==> config.mk <==
export PLATFORM = sky130hd
export DESIGN_NAME = rle_run_to_raster_segments
export DESIGN_NICKNAME = d
export VERILOG_FILES = /design/src/rtl/rle_r2s_pkg.sv /design/src/rtl/rle_run_to_raster_segments.sv
export SDC_FILE = /design/constraint.sdc
export NUM_CORES = 1
export LEC_CHECK = 0
export ABC_AREA = 1
export ABC_CLOCK_PERIOD_IN_PS = 12000
export BUFFER_PORTS_ARGS = -buffer_cell sky130_fd_sc_hd__buf_2
export CAP_MARGIN = 20
export CORE_MARGIN = 5
export CORE_UTILIZATION = 40
export DETAILED_ROUTE_END_ITERATION = 8
export HOLD_SLACK_MARGIN = 0.06
export MAX_ROUTING_LAYER = met4
export RECOVER_POWER = 100
export SETUP_SLACK_MARGIN = 0.4
export SLEW_MARGIN = 40
export SYNTH_ARGS = -nofsm -noshare
export SYNTH_HDL_FRONTEND = slang
export SYNTH_SLANG_ARGS = --single-unit
export TNS_END_PERCENT = 100
==> constraint.sdc <==
create_clock -name i_clk -period 12 [get_ports i_clk]
set_input_delay 1.2 -clock i_clk [delete_from_list [all_inputs] [get_ports i_clk]]
set_output_delay 1.2 -clock i_clk [all_outputs]
set_load 0.005 [all_outputs]
==> src/rtl/rle_r2s_pkg.sv <==
// Package of the run-length raster decoder: item types, register indexes,
// sequencer states and fixed widths. Depends on nothing.
`default_nettype none

package rle_r2s_pkg;

    // Width of the internal column/row arithmetic; covers raster sizes up to 1024.
    localparam int CALC_W = 12;

    typedef logic [0:0] t_cfg_idx;
    localparam t_cfg_idx CFG_ORIGIN_X = 1'b0;
    localparam t_cfg_idx CFG_ORIGIN_Y = 1'b1;

    typedef struct packed {
        logic [7:0] run_count;
        logic [7:0] run_color;
        logic       last_pair;
    } t_run_in;

    typedef struct packed {
        logic [10:0] seg_x;
        logic [10:0] seg_y;
        logic [7:0]  seg_length;
        logic [8:0]  seg_rows;
        logic        seg_white;
        logic        frame_done;
        logic        item_last;
    } t_seg_out;

    typedef enum logic [3:0] {
        ST_IDLE,
        ST_HEAD,
        ST_BODY_CHK,
        ST_DIV,
        ST_BODY,
        ST_TAIL,
        ST_FROW,
        ST_FBLK,
        ST_FIN
    } t_state;

endpackage

`default_nettype wire

==> src/rtl/rle_run_to_raster_segments.sv <==
// Run-length raster decoder: turns (count, colour) runs into placed drawing segments.
// Depends on rle_r2s_pkg for the item types, register indexes and sequencer states.
//
// Use: the input channel (i_in_valid / o_in_ready / i_in) takes one run per item;
// the output channel (o_out_valid / i_out_ready / o_out) gives the segments that
// the run causes, up to five, the final one marked item_last. A run of zero
// pixels with a nonzero colour gives none, unless it is the last pair.
// The origin registers are written through i_cfg_we / i_cfg_idx / i_cfg_data;
// the user writes them only while the block is idle; the block does not enforce it.
// Sequencing: an item walks the sequencer through head, body check, tail, final row,
// final block and finish states back to idle, and no item is taken before it is back;
// a run that covers whole rows adds the states for the row count from a reciprocal
// multiplication and for the block segment. An item after a complete frame is taken
// and dropped at once, but a last pair still rewinds the cursor.
// o_in_ready is high only while the sequencer is idle.
// A stalled receiver holds the output register, and the sequencer waits in the
// state that owns the next segment for as long as the stall lasts; nothing is dropped.
// Reset clears the cursor, the frame-finished flag, both origins and the output
// valid flag; the block is ready from the first cycle after reset is released.
`default_nettype none

module rle_run_to_raster_segments
    import rle_r2s_pkg::*;
#(
    parameter int RASTER_WIDTH  = 240,
    parameter int RASTER_HEIGHT = 320
) (
    input  wire logic     i_clk,
    input  wire logic     i_rst_n,
    input  wire logic     i_in_valid,
    output logic          o_in_ready,
    input  wire t_run_in  i_in,
    output logic          o_out_valid,
    input  wire logic     i_out_ready,
    output t_seg_out      o_out,
    input  wire logic     i_cfg_we,
    input  wire t_cfg_idx i_cfg_idx,
    input  wire logic [9:0] i_cfg_data
);

    localparam int XW = $clog2(RASTER_WIDTH + 1);
    localparam int YW = $clog2(RASTER_HEIGHT + 1);
    localparam logic [CALC_W-1:0] W_C = CALC_W'(RASTER_WIDTH);
    localparam logic [CALC_W-1:0] H_C = CALC_W'(RASTER_HEIGHT);
    // Reciprocal of the raster width, exact for every 8-bit run count.
    localparam int DIV_K = 8 + $clog2(RASTER_WIDTH);
    localparam int DIV_M = ((1 << DIV_K) + RASTER_WIDTH - 1) / RASTER_WIDTH;

    t_state          r_state, n_state;
    logic [XW-1:0]   r_x, n_x;
    logic [YW-1:0]   r_y, n_y;
    logic [7:0]      r_rem, n_rem;
    logic            r_white, n_white;
    logic            r_fill, n_fill;
    logic            r_last, n_last;
    logic            r_ff, n_ff;
    logic [7:0]      r_dv, n_dv;
    logic [7:0]      r_pr, n_pr;
    logic            r_cnt, n_cnt;
    logic [9:0]      r_org_x, r_org_y;
    logic            r_out_valid;
    t_seg_out        r_out;

    logic            in_acc, slot_free, emit;
    t_seg_out        seg;
    logic            more, done;

    logic [CALC_W-1:0] x_e, y_e, rem_e;
    logic [CALC_W-1:0] wx, hp, hx, hx_n, hy_n, hrem;
    logic              wrap;
    logic [CALC_W-1:0] rows_q, room, rows, by;
    logic [17:0]       prod, q_full;
    logic [CALC_W-1:0] pr_c;
    logic              head_go, body_go, tail_go, frow_go, fblk_go, y_in;

    function automatic t_seg_out mk_seg(
        input logic [9:0]        org_x,
        input logic [9:0]        org_y,
        input logic [CALC_W-1:0] sx,
        input logic [CALC_W-1:0] sy,
        input logic [CALC_W-1:0] len,
        input logic [CALC_W-1:0] nrows,
        input logic              white,
        input logic              fdone,
        input logic              ilast
    );
        t_seg_out          s;
        logic [CALC_W-1:0] ax, ay;
        ax           = CALC_W'(org_x) + sx;
        ay           = CALC_W'(org_y) + sy;
        s.seg_x      = ax[10:0];
        s.seg_y      = ay[10:0];
        s.seg_length = len[7:0];
        s.seg_rows   = nrows[8:0];
        s.seg_white  = white;
        s.frame_done = fdone;
        s.item_last  = ilast;
        return s;
    endfunction

    assign in_acc    = i_in_valid && o_in_ready;
    assign slot_free = !r_out_valid || i_out_ready;

    assign x_e   = CALC_W'(r_x);
    assign y_e   = CALC_W'(r_y);
    assign rem_e = CALC_W'(r_rem);
    assign y_in  = y_e < H_C;

    // Head: finish the partly drawn row.
    assign wx   = W_C - x_e;
    assign hp   = (rem_e < wx) ? rem_e : wx;
    assign hx   = x_e + hp;
    assign wrap = hx >= W_C;
    assign hx_n = wrap ? '0 : hx;
    assign hy_n = y_e + CALC_W'(wrap);
    assign hrem = rem_e - hp;

    // Body: whole rows, clipped at the raster bottom.
    assign rows_q = CALC_W'(r_dv);
    assign room   = H_C - y_e;
    assign rows   = (rows_q < room) ? rows_q : room;
    assign by     = y_e + rows;

    // Row count by reciprocal multiplication, then the pixels left over.
    assign prod   = 18'(r_rem) * 18'(DIV_M);
    assign q_full = prod >> DIV_K;
    assign pr_c   = rem_e - CALC_W'(r_dv) * W_C;

    assign head_go = (r_x != '0) && (r_rem != '0);
    assign body_go = (r_x == '0) && (rem_e >= W_C) && y_in;
    assign tail_go = (r_rem != '0) && y_in;
    assign frow_go = r_fill && y_in && (r_x != '0);
    assign fblk_go = r_fill && y_in;

    always_comb begin
        n_state = r_state;
        case (r_state)
            ST_IDLE: begin
                if (in_acc && !r_ff) begin
                    n_state = ST_HEAD;
                end
            end
            ST_HEAD: begin
                if (!head_go || slot_free) begin
                    n_state = ST_BODY_CHK;
                end
            end
            ST_BODY_CHK: begin
                n_state = body_go ? ST_DIV : ST_TAIL;
            end
            ST_DIV: begin
                if (r_cnt) begin
                    n_state = ST_BODY;
                end
            end
            ST_BODY: begin
                if (slot_free) begin
                    n_state = ST_TAIL;
                end
            end
            ST_TAIL: begin
                if (!tail_go || slot_free) begin
                    n_state = ST_FROW;
                end
            end
            ST_FROW: begin
                if (!frow_go || slot_free) begin
                    n_state = ST_FBLK;
                end
            end
            ST_FBLK: begin
                if (!fblk_go || slot_free) begin
                    n_state = ST_FIN;
                end
            end
            ST_FIN: begin
                n_state = ST_IDLE;
            end
            default: begin
                n_state = ST_IDLE;
            end
        endcase
    end

    always_comb begin
        n_x     = r_x;
        n_y     = r_y;
        n_rem   = r_rem;
        n_white = r_white;
        n_fill  = r_fill;
        n_last  = r_last;
        n_ff    = r_ff;
        n_dv    = r_dv;
        n_pr    = r_pr;
        n_cnt   = r_cnt;
        emit    = 1'b0;
        more    = 1'b0;
        done    = 1'b0;
        seg     = mk_seg(r_org_x, r_org_y, '0, y_e, W_C, CALC_W'(1), r_white, 1'b0, 1'b0);
        case (r_state)
            ST_IDLE: begin
                if (in_acc) begin
                    if (r_ff) begin
                        // Frame already complete: the item is dropped, but the last
                        // pair still rewinds the cursor.
                        if (i_in.last_pair) begin
                            n_x  = '0;
                            n_y  = '0;
                            n_ff = 1'b0;
                        end
                    end else begin
                        n_rem   = i_in.run_count;
                        n_white = i_in.run_color != '0;
                        n_last  = i_in.last_pair;
                        n_fill  = i_in.last_pair ||
                                  ((i_in.run_count == '0) && (i_in.run_color == '0));
                    end
                end
            end
            ST_HEAD: begin
                if (head_go && slot_free) begin
                    more  = (hy_n < H_C) && ((hrem != '0) || r_fill);
                    done  = hy_n >= H_C;
                    emit  = 1'b1;
                    seg   = mk_seg(r_org_x, r_org_y, x_e, y_e, hp, CALC_W'(1),
                                   r_white, done, !more);
                    n_x   = hx_n[XW-1:0];
                    n_y   = hy_n[YW-1:0];
                    n_rem = hrem[7:0];
                end
            end
            ST_BODY_CHK: begin
                if (body_go) begin
                    n_cnt = 1'b0;
                end
            end
            ST_DIV: begin
                if (!r_cnt) begin
                    n_dv = q_full[7:0];
                end else begin
                    n_pr = pr_c[7:0];
                end
                n_cnt = 1'b1;
            end
            ST_BODY: begin
                if (slot_free) begin
                    more  = (by < H_C) && ((r_pr != '0) || r_fill);
                    done  = by >= H_C;
                    emit  = 1'b1;
                    seg   = mk_seg(r_org_x, r_org_y, '0, y_e, W_C, rows,
                                   r_white, done, !more);
                    n_y   = by[YW-1:0];
                    n_rem = r_pr;
                end
            end
            ST_TAIL: begin
                if (tail_go && slot_free) begin
                    emit = 1'b1;
                    seg  = mk_seg(r_org_x, r_org_y, '0, y_e, rem_e, CALC_W'(1),
                                  r_white, 1'b0, !r_fill);
                    n_x  = XW'(r_rem);
                end
            end
            ST_FROW: begin
                if (frow_go && slot_free) begin
                    more = (y_e + CALC_W'(1)) < H_C;
                    emit = 1'b1;
                    seg  = mk_seg(r_org_x, r_org_y, x_e, y_e, wx, CALC_W'(1),
                                  1'b0, !more, !more);
                    n_x  = '0;
                    n_y  = r_y + YW'(1);
                end
            end
            ST_FBLK: begin
                if (fblk_go && slot_free) begin
                    emit = 1'b1;
                    seg  = mk_seg(r_org_x, r_org_y, '0, y_e, W_C, room,
                                  1'b0, 1'b1, 1'b1);
                    n_y  = H_C[YW-1:0];
                end
            end
            ST_FIN: begin
                if (!y_in) begin
                    n_ff = 1'b1;
                end
                if (r_last) begin
                    n_x  = '0;
                    n_y  = '0;
                    n_ff = 1'b0;
                end
            end
            default: begin
                n_x = r_x;
            end
        endcase
    end

    always_ff @(posedge i_clk) begin
        if (!i_rst_n) begin
            r_state     <= ST_IDLE;
            r_x         <= '0;
            r_y         <= '0;
            r_ff        <= 1'b0;
            r_cnt       <= 1'b0;
            r_org_x     <= '0;
            r_org_y     <= '0;
            r_out_valid <= 1'b0;
        end else begin
            r_state <= n_state;
            r_x     <= n_x;
            r_y     <= n_y;
            r_ff    <= n_ff;
            r_cnt   <= n_cnt;
            if (i_cfg_we) begin
                case (i_cfg_idx)
                    CFG_ORIGIN_X: r_org_x <= i_cfg_data;
                    CFG_ORIGIN_Y: r_org_y <= i_cfg_data;
                    default:      r_org_x <= r_org_x;
                endcase
            end
            if (emit) begin
                r_out_valid <= 1'b1;
            end else if (i_out_ready) begin
                r_out_valid <= 1'b0;
            end
        end
    end

    always_ff @(posedge i_clk) begin
        r_rem   <= n_rem;
        r_white <= n_white;
        r_fill  <= n_fill;
        r_last  <= n_last;
        r_dv    <= n_dv;
        r_pr    <= n_pr;
        if (emit) begin
            r_out <= seg;
        end
    end

    assign o_in_ready  = r_state == ST_IDLE;
    assign o_out_valid = r_out_valid;
    assign o_out       = r_out;

endmodule

`default_nettype wire

==> results of run 1 <==
synth_stat cells, types with 2 or more instances:
cell | count | share of area [%]
sky130_fd_sc_hd__o21bai_1 | 2 | 0.19
sky130_fd_sc_hd__buf_2 | 5 | 0.32
sky130_fd_sc_hd__nor4_1 | 8 | 0.64
sky130_fd_sc_hd__a211oi_1 | 3 | 0.29
sky130_fd_sc_hd__inv_2 | 12 | 0.58
sky130_fd_sc_hd__buf_6 | 2 | 0.29
sky130_fd_sc_hd__nor2_4 | 5 | 0.72
sky130_fd_sc_hd__o21ai_1 | 10 | 0.64
sky130_fd_sc_hd__xnor2_1 | 16 | 1.8
sky130_fd_sc_hd__clkbuf_1 | 7 | 0.34
sky130_fd_sc_hd__a21boi_0 | 2 | 0.19
sky130_fd_sc_hd__nand3_1 | 56 | 3.6
sky130_fd_sc_hd__o221ai_1 | 4 | 0.45
sky130_fd_sc_hd__o21a_1 | 2 | 0.19
sky130_fd_sc_hd__nand2_1 | 197 | 9.5
sky130_fd_sc_hd__fa_1 | 5 | 1.3
sky130_fd_sc_hd__dfxtp_1 | 44 | 11
sky130_fd_sc_hd__nor2_1 | 124 | 6.0
sky130_fd_sc_hd__a31oi_1 | 7 | 0.56
sky130_fd_sc_hd__a21oi_2 | 2 | 0.22
sky130_fd_sc_hd__a21o_1 | 2 | 0.19
sky130_fd_sc_hd__inv_4 | 3 | 0.24
sky130_fd_sc_hd__ha_1 | 79 | 13
sky130_fd_sc_hd__a21oi_1 | 59 | 3.8
sky130_fd_sc_hd__nor2_8 | 2 | 0.51
sky130_fd_sc_hd__inv_1 | 109 | 5.2
sky130_fd_sc_hd__nor3_2 | 2 | 0.26
sky130_fd_sc_hd__o211ai_1 | 10 | 0.96
sky130_fd_sc_hd__edfxtp_1 | 62 | 24
sky130_fd_sc_hd__nand3_2 | 2 | 0.26
sky130_fd_sc_hd__nor2_2 | 4 | 0.32
sky130_fd_sc_hd__nor3_1 | 18 | 1.2
sky130_fd_sc_hd__nand2_4 | 5 | 0.72
sky130_fd_sc_hd__and3_1 | 2 | 0.16
sky130_fd_sc_hd__xor2_1 | 21 | 2.4
sky130_fd_sc_hd__o21ai_0 | 66 | 4.2
sky130_fd_sc_hd__or2_2 | 3 | 0.24
sky130_fd_sc_hd__clkinv_1 | 2 | 0.096
sky130_fd_sc_hd__a2111oi_0 | 3 | 0.34
sky130_fd_sc_hd__nand4_1 | 8 | 0.64
cell families (layout without fill, tap and decap cells):
logic type / after synthesis / in the layout / synth area share [%]
simple gates: 441 / 441 / 25.35
compound gates: 184 / 184 / 13.87
buf+inv: 145 / 221 / 7.558
flops: 106 / 106 / 35.10
fa+ha+maj: 84 / 84 / 13.93
xor+xnor: 37 / 37 / 4.147
other cells: 1 / 1 / 0.04799
sequential cells by signal (all words and copies together), names as in the netlist:
signal and cells:
r_org_y 10, r_state 4, r_dv 1, r_y 9, r_cnt 1, r_org_x 10, r_ff 1, r_pr 8
r_white 1, o_out 42, r_fill 1, r_x 8, r_rem 8, r_last 1, o_out_valid 1
area by class of cell:
type                    instances  area [um2]
inverters                     128       498.0
clock inverters                 7       88.84
clock buffers                   9       225.2
fillers                      1967       10650
well taps                     265       331.6
flip-flops and latches        106        2743
repair buffers                 77       351.6
multi-input cells             747        4444
critical path: cells and delay by family (launching register included):
| family | cells | cell delay (ps) |
|---|---|---|
| AOI/OAI and AO/OA | 8 | 2500 |
| xor gates and xnor gates | 3 | 650 |
| adders and majority gates | 5 | 1400 |
| buffers and inverters | 5 | 570 |
| DFF | 1 | 390 |
| and+or+nand+nor | 11 | 1320 |
layer usage:
| metal | track usage (%) | routed length [um] | up-vias | share of wire, % |
|---|---|---|---|---|
| met5 | - | 0 | - | 0 |
| li1 | - | - | 3530 | - |
| met4 | 6.633 | 533 | 0 | 2.6 |
| met3 | 2.786 | 1012 | 38 | 4.9 |
| met2 | 31.79 | 9873 | 199 | 47 |
| met1 | 25.15 | 9389 | 3197 | 45 |
through the flow:
stage          worst slack, ps  hold slack (ps)  power (uW)  utilization, %
3_3_place_gp              5827            472.6        1962           43.67
4_1_cts                   5528            502.5        2296           45.32
5_1_grt                   4208            532.2        2492           44.90
6_report                  4953            496.7        2257           44.90
2_1_floorplan             6490            459.2        1597               -
3_5_place_dp              5551            481.7        1976           43.69
power by group:
group	internal (uW)	switching, uW
Combinational	465	827
Sequential	556	96.4
Clock	152	162
path summary, 6_finish.rpt:
path | start | endpoint | slack [ps] | cells past startpoint
max | r_x[1] | o_out[0] | 4950 | 32
min | r_org_y[8] | r_org_y[8] | 500 | 2
max reg2reg | r_x[1] | o_out[0] | 4950 | 32
min reg2reg | r_org_y[8] | r_org_y[8] | 500 | 2
==> results.txt, run 1 <==
----------------------------------------------------
[Run status]
  Outcome ... finished, violations left
  Violations in the final reports ... max-capacitance violations, max-slew violations

[STA]
  Worst Tran Pin Value ... 1964 ps
  Total of endpoints with negative setup slack in the final report ... 0
  Highest clock rate ... 141.9 MHz
  Setup clock skew after layout ... 16.83 ps
  Post-route clock period utilization ... 58.72%
  Clock period minus worst slack ... 7047 ps
  Endpoints failing hold ... 0
  RSZ-0062 raised after global routing ... no
  Post-route setup TNS ... 0 ps
  Headroom to the max-slew limit ... -31.26%
  Total count of max-transition violations in the final report ... 63

[Global route]
  Wire length of the first global-routing pass ... 33.60 mm
  Total overflow reported by the global router ... 0
  Number of global-route vias before repair ... 6576
  Largest net degree at the start of global routing ... 43
  Global-route usage over all layers ... 19.55%
  Antenna violations before repair ... 0

[CTS]
  Inserted Clock Buffers ... 9
  Worst skew pair latency ... 370 ps
  # H-tree levels ... 3
  Number of hold buffers added after CTS ... 0
  Setup Buffers After CTS ... 0
  CTS tree ... done
  Number of cells upsized or downsized after cts ... 0
  Clock tree root driver cell ... sky130_fd_sc_hd__clkbuf_16
  Maximum count of clock buffers along a single path ... 2
  Clock transition time at the flip-flop clock pins of the worst setup and hold paths ... 90 ps
  Clock sinks ... 106

[Logic synthesis]
  Post-synthesis async set-or-reset flop share ... 0%
  Post-synth EDFFs ... 62
  Synthesized netlist cell count ... 998
  Synthesized area ... 7814 um2
  Number of library cell types mapped by synthesis ... 63
  Ys flop type ... sky130_fd_sc_hd__edfxtp_1
  Mapped Nets ... 1115
  Flops & latches, synth ... 106
  Yosys Warn Count ... 0
  Sequential-to-total area share from yosys stat ... 35.10%
  Per-instance average area after synthesis ... 7.829 um2

[Critical path]
  Max stage delay on crit path ... 790 ps
  Slowest stage cell, crit path ... sky130_fd_sc_hd__a21boi_0
  Data arrival time of the critical path ... 7180 ps
  Startpoint type of the worst setup path ... flip-flop
  Required time reported for the critical path endpoint ... 12130 ps
  Setup crit end kind ... flip-flop
  Worst Path Class, Setup ... reg2reg
  Critical path peak fanout ... 16
  Most repeated library cell on the critical path ... sky130_fd_sc_hd__nand2_1

[Placement]
  Cell Area, Placed ... 8448 um2
  Number of instances in the placed design ... 1323
  Port Buffers ... 76
  DP Wirelength ... 16.13 mm
  Placer's final routability congestion estimate ... 0.9250

[Floorplanning]
  Vertical die dimension ... 149.8 um
  Initial Util ... 40.41%
  Die Span X ... 149.8 um
  Die footprint ... 22430 um2
  Boundary Pins ... 77
  # rows ... 51
  Core Footprint ... 19330 um2

[Worst hold path]
  Worst Hold Class ... reg2reg

[Power]
  Leakage power total ... 0.003872 uW
  Worst vdd rail ir drop ... 178.9 uV
  Pwr/cell area ... 260.0 nW/um2

[Finish]
  Commonest cells after routing, fill and taps aside ... 198 x sky130_fd_sc_hd__nand2_1, 125 x sky130_fd_sc_hd__nor2_1, 113 x sky130_fd_sc_hd__inv_1
  Antenna diode count ... 0
  Final #Nets ... 1186
  Most common library cell in the layout ignoring fill and taps ... sky130_fd_sc_hd__nand2_1
  Final standard cell area without fillers ... 8682 um2
  Final non-filler cell total ... 1339
  Growth of design area from synthesis to finish ... 11.11%
  Share of cells above drive strength 1 ... 9.777%

[Routing]
  DRT Wirelength ... 20.81 mm
  Count of vias placed by the detailed router ... 6964
  Number of search-and-repair iterations in the first detailed-routing pass ... 6
  Via density per instance ... 5.201
  Average wire length per cell after detail routing ... 15.54 um
  Post-route DRC ... 0
  Detailed router's first-iteration violation count ... 588
  Remaining number of nets flagged by the antenna check after routing ... 0

[Run]
  Number of max-cap violations ... 2

----------------------------------------------------
Power figures use the tool's default switching activity.
==> inputs of run 2 (changes only) <==
ABC_CLOCK_PERIOD_IN_PS = 6700   (was 12000)
clock period = 6.7 ns   (was 12 ns; I/O delays follow)
==> results.txt, run 2 (synthesis gave the netlist of run 1 again) <==
----------------------------------------------------
[Power]
  Leakage power total ... 0.003861 uW
  Worst vdd rail ir drop ... 297.8 uV
  Pwr/cell area ... 470.1 nW/um2

[Routing]
  Average wire length per cell after detail routing ... 15.50 um
  Remaining number of nets flagged by the antenna check after routing ... 0
  Count of vias placed by the detailed router ... 6923
  DRT Wirelength ... 20.83 mm
  Via density per instance ... 5.151
  Number of search-and-repair iterations in the first detailed-routing pass ... 5
  Post-route DRC ... 0
  Detailed router's first-iteration violation count ... 469

[STA]
  RSZ-0062 raised after global routing ... no
  Total of endpoints with negative setup slack in the final report ... 0
  Endpoints failing hold ... 0
  Clock period minus worst slack ... 5778 ps
  Total count of max-transition violations in the final report ... 63
  Worst Tran Pin Value ... 1934 ps
  PnR worst setup slack ... 922.3 ps
  Post-route clock period utilization ... 86.23%
  Setup clock skew after layout ... 10.55 ps
  Post-route setup TNS ... 0 ps
  Highest clock rate ... 173.1 MHz
  Headroom to the max-slew limit ... -29.24%

[Finish]
  Area of the multi-input gates ... 4446 um2
  FF+latch area ... 2744 um2
  Number of flip-flops in the largest register ... 42
  Final #Nets ... 1191
  Antenna diode count ... 0
  Number of fillers in the final layout ... 1947
  Growth of design area from synthesis to finish ... 11.39%
  Commonest cells after routing, fill and taps aside ... 199 x sky130_fd_sc_hd__nand2_1, 126 x sky130_fd_sc_hd__nor2_1, 113 x sky130_fd_sc_hd__inv_1
  Most common library cell in the layout ignoring fill and taps ... sky130_fd_sc_hd__nand2_1
  Share of cells above drive strength 1 ... 10.38%

[CTS]
  Clock sinks ... 106
  Clock transition time at the flip-flop clock pins of the worst setup and hold paths ... 80 ps
  Inserted Clock Buffers ... 9
  Worst skew pair latency ... 370 ps
  Maximum count of clock buffers along a single path ... 2
  Clock tree root driver cell ... sky130_fd_sc_hd__clkbuf_16
  CTS tree ... done
  # H-tree levels ... 3
  Setup Buffers After CTS ... 0

[Floorplanning]
  Boundary Pins ... 77
  Vertical die dimension ... 149.8 um
  Core Footprint ... 19330 um2
  Initial Util ... 40.41%
  # rows ... 51
  Die Span X ... 149.8 um
  Die footprint ... 22430 um2

[Run status]
  Violations in the final reports ... max-capacitance violations, max-slew violations
  Outcome ... finished, violations left

[Placement]
  Port Buffers ... 76
  DP Wirelength ... 16.21 mm
  Post-Place Setup Slack ... 647.4 ps
  Placer's final routability congestion estimate ... 0.9153

[Critical path]
  Critical path peak fanout ... 12
  Setup crit end kind ... flip-flop
  Most repeated library cell on the critical path ... sky130_fd_sc_hd__nand2_1
  Worst Path Class, Setup ... reg2reg
  Worst path buffer plus inverter count ... 6
  Data arrival time of the critical path ... 5910 ps
  Worst reg2reg setup slack ... 920 ps
  Slowest stage cell, crit path ... sky130_fd_sc_hd__dfxtp_1
  Startpoint type of the worst setup path ... flip-flop
  Max stage delay on crit path ... 480 ps
  Largest delay share family, worst path ... simple AND/OR/NAND/NOR gates
  Required time reported for the critical path endpoint ... 6830 ps

[Global route]
  Largest net degree at the start of global routing ... 43
  Antenna violations before repair ... 0
  Wire length of the first global-routing pass ... 33.47 mm
  Number of global-route vias before repair ... 6553
  Global-route usage over all layers ... 19.60%
  Total overflow reported by the global router ... 0

[Worst hold path]
  Worst Hold Class ... reg2reg

[Run]
  Number of max-cap violations ... 2

----------------------------------------------------
## run 2: worst register-to-register path: cells and delay by family (launching register included)
kind | cells | cell delay (ps)
AND/OR/NAND/NOR | 16 | 1500
adder cells (fa/ha/maj) | 5 | 1180
AO/OA/AOI/OAI | 7 | 1110
buffers and inverters | 6 | 610
flip-flops | 1 | 480
XOR/XNOR | 3 | 640
## run 2: path summary, 6_finish.rpt
| path | from | endpoint | depth (start not counted) |
|---|---|---|---|
| setup / recovery | r_x[1] | o_out[0] | 37 |
| hold reg to reg | r_state[2] | r_state[2] | 2 |
| setup reg to reg | r_x[1] | o_out[0] | 37 |
| hold / removal | r_state[2] | r_state[2] | 2 |
## run 2: per-stage QoR
| step | total power [uW] | utilization [%] | hold WS, ps | std cells | cell area (um2) |
|---|---|---|---|---|---|
| 3_5_place_dp | 3582 | 43.89 | 480.2 | 1328 | 8486 |
| 4_1_cts | 4149 | 45.51 | 496.4 | 1344 | 8800 |
| 3_3_place_gp | 3560 | 43.86 | 472.5 | 1328 | 8481 |
| 5_1_grt | 4490 | 45.01 | 528.3 | 1344 | 8703 |
| 6_report | 4092 | 45.01 | 493.3 | 1344 | 8703 |
| 2_1_floorplan | 2861 | - | 459.2 | 998 | 7814 |
## run 2: timing repair
item / in CTS / in global routing
resized for setup: 0 / 8
hold buffers: 0 / 0
endpoints found under the setup margin: 0 / 4
## run 2: layer usage
| layer | global-route usage (%) | vias up | routed length, um |
|---|---|---|---|
| li1 | - | 3541 | - |
| met1 | 24.95 | 3189 | 9412 |
| met2 | 31.76 | 150 | 9847 |
| met3 | 2.120 | 43 | 926 |
| met4 | 8.463 | 0 | 647 |
| met5 | - | - | 0 |
## run 2: power by group
group / leakage [uW] / switching (uW) / internal [uW]
clock: 0.000151 / 274 / 284
combinational: 0.00276 / 1550 / 854
sequential: 0.000947 / 140 / 994
total: 0.00386 / 1960 / 2130
## run 2: layout make-up
class	count	share of cell area, %
tap	265	3.810
timing repair buffer	82	4.313
multi-input combinational	747	51.08
clock buffer	10	2.875
inverter	128	5.664
sequential	106	31.53
clock inverter	6	0.7332
==> inputs of run 3 (changes only) <==
==> constraint.sdc (replaced) <==
create_clock -name i_clk -period 6.7 [get_ports i_clk]
set_input_delay 1.34 -clock i_clk [delete_from_list [all_inputs] [get_ports i_clk]]
set_output_delay 1.34 -clock i_clk [all_outputs]
set_load 0.005 [all_outputs]
==> results.txt, run 3 (synthesis gave the netlist of run 1 again) <==
----------------------------------------------------
[STA]
  Worst slack on hold paths ... 492.2 ps
  Post-route clock period utilization ... 86.14%
  Setup clock skew after layout ... 11.65 ps
  Worst Tran Pin Value ... 1932 ps
  Clock period minus worst slack ... 5771 ps
  Highest clock rate ... 173.3 MHz
  RSZ-0062 raised after global routing ... no
  Endpoints failing hold ... 0
  Headroom to the max-slew limit ... -29.11%
  Post-route setup TNS ... 0 ps
  Total of endpoints with negative setup slack in the final report ... 0
  Total count of max-transition violations in the final report ... 43

[Routing]
  Remaining number of nets flagged by the antenna check after routing ... 0
  Number of search-and-repair iterations in the first detailed-routing pass ... 5
  Post-route DRC ... 0
  Detailed router's first-iteration violation count ... 602
  Via density per instance ... 5.179
  DRT Wirelength ... 20.80 mm
  Average wire length per cell after detail routing ... 15.47 um
  Count of vias placed by the detailed router ... 6960

[CTS]
  CTS tree ... done
  Number of cells upsized or downsized after cts ... 0
  Worst skew pair latency ... 370 ps
  Clock tree root driver cell ... sky130_fd_sc_hd__clkbuf_16
  Maximum count of clock buffers along a single path ... 2
  Clock sinks ... 106
  Inserted Clock Buffers ... 9
  Clock transition time at the flip-flop clock pins of the worst setup and hold paths ... 80 ps
  # H-tree levels ... 3
  Number of hold buffers added after CTS ... 0
  Setup Buffers After CTS ... 0

[Critical path]
  Worst Path Class, Setup ... reg2reg
  Required time reported for the critical path endpoint ... 6830 ps
  Most repeated library cell on the critical path ... sky130_fd_sc_hd__nand2_1
  Critical register-to-register path endpoint ... o_out[0]
  Critical path peak fanout ... 12
  Slowest stage cell, crit path ... sky130_fd_sc_hd__dfxtp_1
  Worst reg2reg setup slack ... 930 ps
  Startpoint type of the worst setup path ... flip-flop
  Critical register-to-register path startpoint ... r_x[1]
  Worst r2r path cells ... 37
  Max stage delay on crit path ... 470 ps
  Data arrival time of the critical path ... 5900 ps
  Setup crit end kind ... flip-flop

[Finish]
  Most common library cell in the layout ignoring fill and taps ... sky130_fd_sc_hd__nand2_1
  Final #Nets ... 1191
  Growth of design area from synthesis to finish ... 11.80%
  Commonest cells after routing, fill and taps aside ... 198 x sky130_fd_sc_hd__nand2_1, 123 x sky130_fd_sc_hd__nor2_1, 111 x sky130_fd_sc_hd__inv_1
  Number of fillers in the final layout ... 1942
  Number of flip-flops in the largest register ... 42
  Antenna diode count ... 0
  Share of cells above drive strength 1 ... 10.75%
  Final non-filler cell total ... 1344

[Global route]
  Number of global-route vias before repair ... 6553
  Total overflow reported by the global router ... 0
  Wire length of the first global-routing pass ... 33.47 mm
  Largest net degree at the start of global routing ... 43
  Antenna violations before repair ... 0
  Global-route usage over all layers ... 19.60%

[Power]
  Leakage power total ... 0.003889 uW
  Part of the power in combinational logic ... 58.7%
  Sw power ... 1962 uW
  Switching Fraction ... 47.86%
  Clock Power Share ... 13.6%
  Pwr/cell area ... 469.4 nW/um2
  Cell-internal power ... 2138 uW
  Worst vdd rail ir drop ... 297.2 uV
  Sequential group share of total power ... 27.7%

[Floorplanning]
  Core Footprint ... 19330 um2
  Die footprint ... 22430 um2
  # rows ... 51
  Die Span X ... 149.8 um
  Vertical die dimension ... 149.8 um
  Initial Util ... 40.41%
  Boundary Pins ... 77

[Worst hold path]
  Cells on Worst Hold Path ... 2
  Hold Startpoint ... r_state[2]
  Sink of the worst hold path ... r_state[2]
  Worst Hold Class ... reg2reg

[Run status]
  Outcome ... finished, violations left
  Violations in the final reports ... max-capacitance violations, max-slew violations

[Placement]
  Port Buffers ... 76
  Number of instances in the placed design ... 1328
  DP Wirelength ... 16.21 mm
  Placer's final routability congestion estimate ... 0.9153

[Run]
  Number of max-cap violations ... 1

----------------------------------------------------
## run 3: cell count changes in the layout (fill, tap and decap cells not counted), moves of 2 or more
cell and change:
sky130_fd_sc_hd__clkinvlp_2 -2, sky130_fd_sc_hd__inv_1 -2, sky130_fd_sc_hd__inv_2 +2, sky130_fd_sc_hd__nor2_1 -3
## run 3: critical path: cells and delay by family (launching register included)
family                     cells  cell delay (ps)
and+or+nand+nor               16             1500
DFF                            1              470
xor gates and xnor gates       3              640
AOI/OAI and AO/OA              7             1110
adders and majority gates      5             1180
buffers and inverters          6              610
## run 3: layout make-up
| cell class | count | area, um2 | area share [%] |
|---|---|---|---|
| Clock buffer | 10 | 250.2 | 2.865 |
| Timing Repair Buffer | 82 | 374.1 | 4.282 |
| Clock inverter | 6 | 63.81 | 0.7304 |
| Multi-Input combinational cell | 747 | 4474 | 51.22 |
| Tap cell | 265 | 331.6 | 3.795 |
| Inverter | 128 | 498.0 | 5.700 |
| Sequential cell | 106 | 2744 | 31.41 |
## run 3: per-layer routing
layer / share of wire, % / track usage, %
met5: 0 / -
met2: 47 / 31.76
met4: 3.0 / 8.463
met3: 4.6 / 2.120
met1: 45 / 24.95
## run 3: how the worst max path moves through the flow
stage	cells past startpoint	slack [ps]	end	from
2_1_floorplan	34	1190	o_out[0]	r_x[1]
4_1_cts	32	620	o_out[0]	r_x[1]
5_1_grt	37	280	o_out[0]	r_x[1]
3_5_place_dp	32	650	o_out[0]	r_x[1]
3_3_place_gp	32	850	o_out[0]	r_x[1]
6_report	37	930	o_out[0]	r_x[1]
## run 3: power groups by stage
stage	Sequential, uW	Combinational (uW)	Clock (uW)
final	1130	2410	558
after global routing	1160	2740	597
after CTS	1130	2450	569
after detailed placement	1140	2440	0
after global placement	1140	2420	0
after floorplan	1130	1730	0
## run 3: through the flow
stage,total power [uW],area [um2],util [%],worst slack (ps)
3_3_place_gp,3560,8481,43.86,845.9
6_report,4100,8736,45.18,928.8
3_5_place_dp,3582,8486,43.89,647.4
2_1_floorplan,2861,7814,-,1190
4_1_cts,4149,8800,45.51,622.0
5_1_grt,4501,8736,45.18,276.6
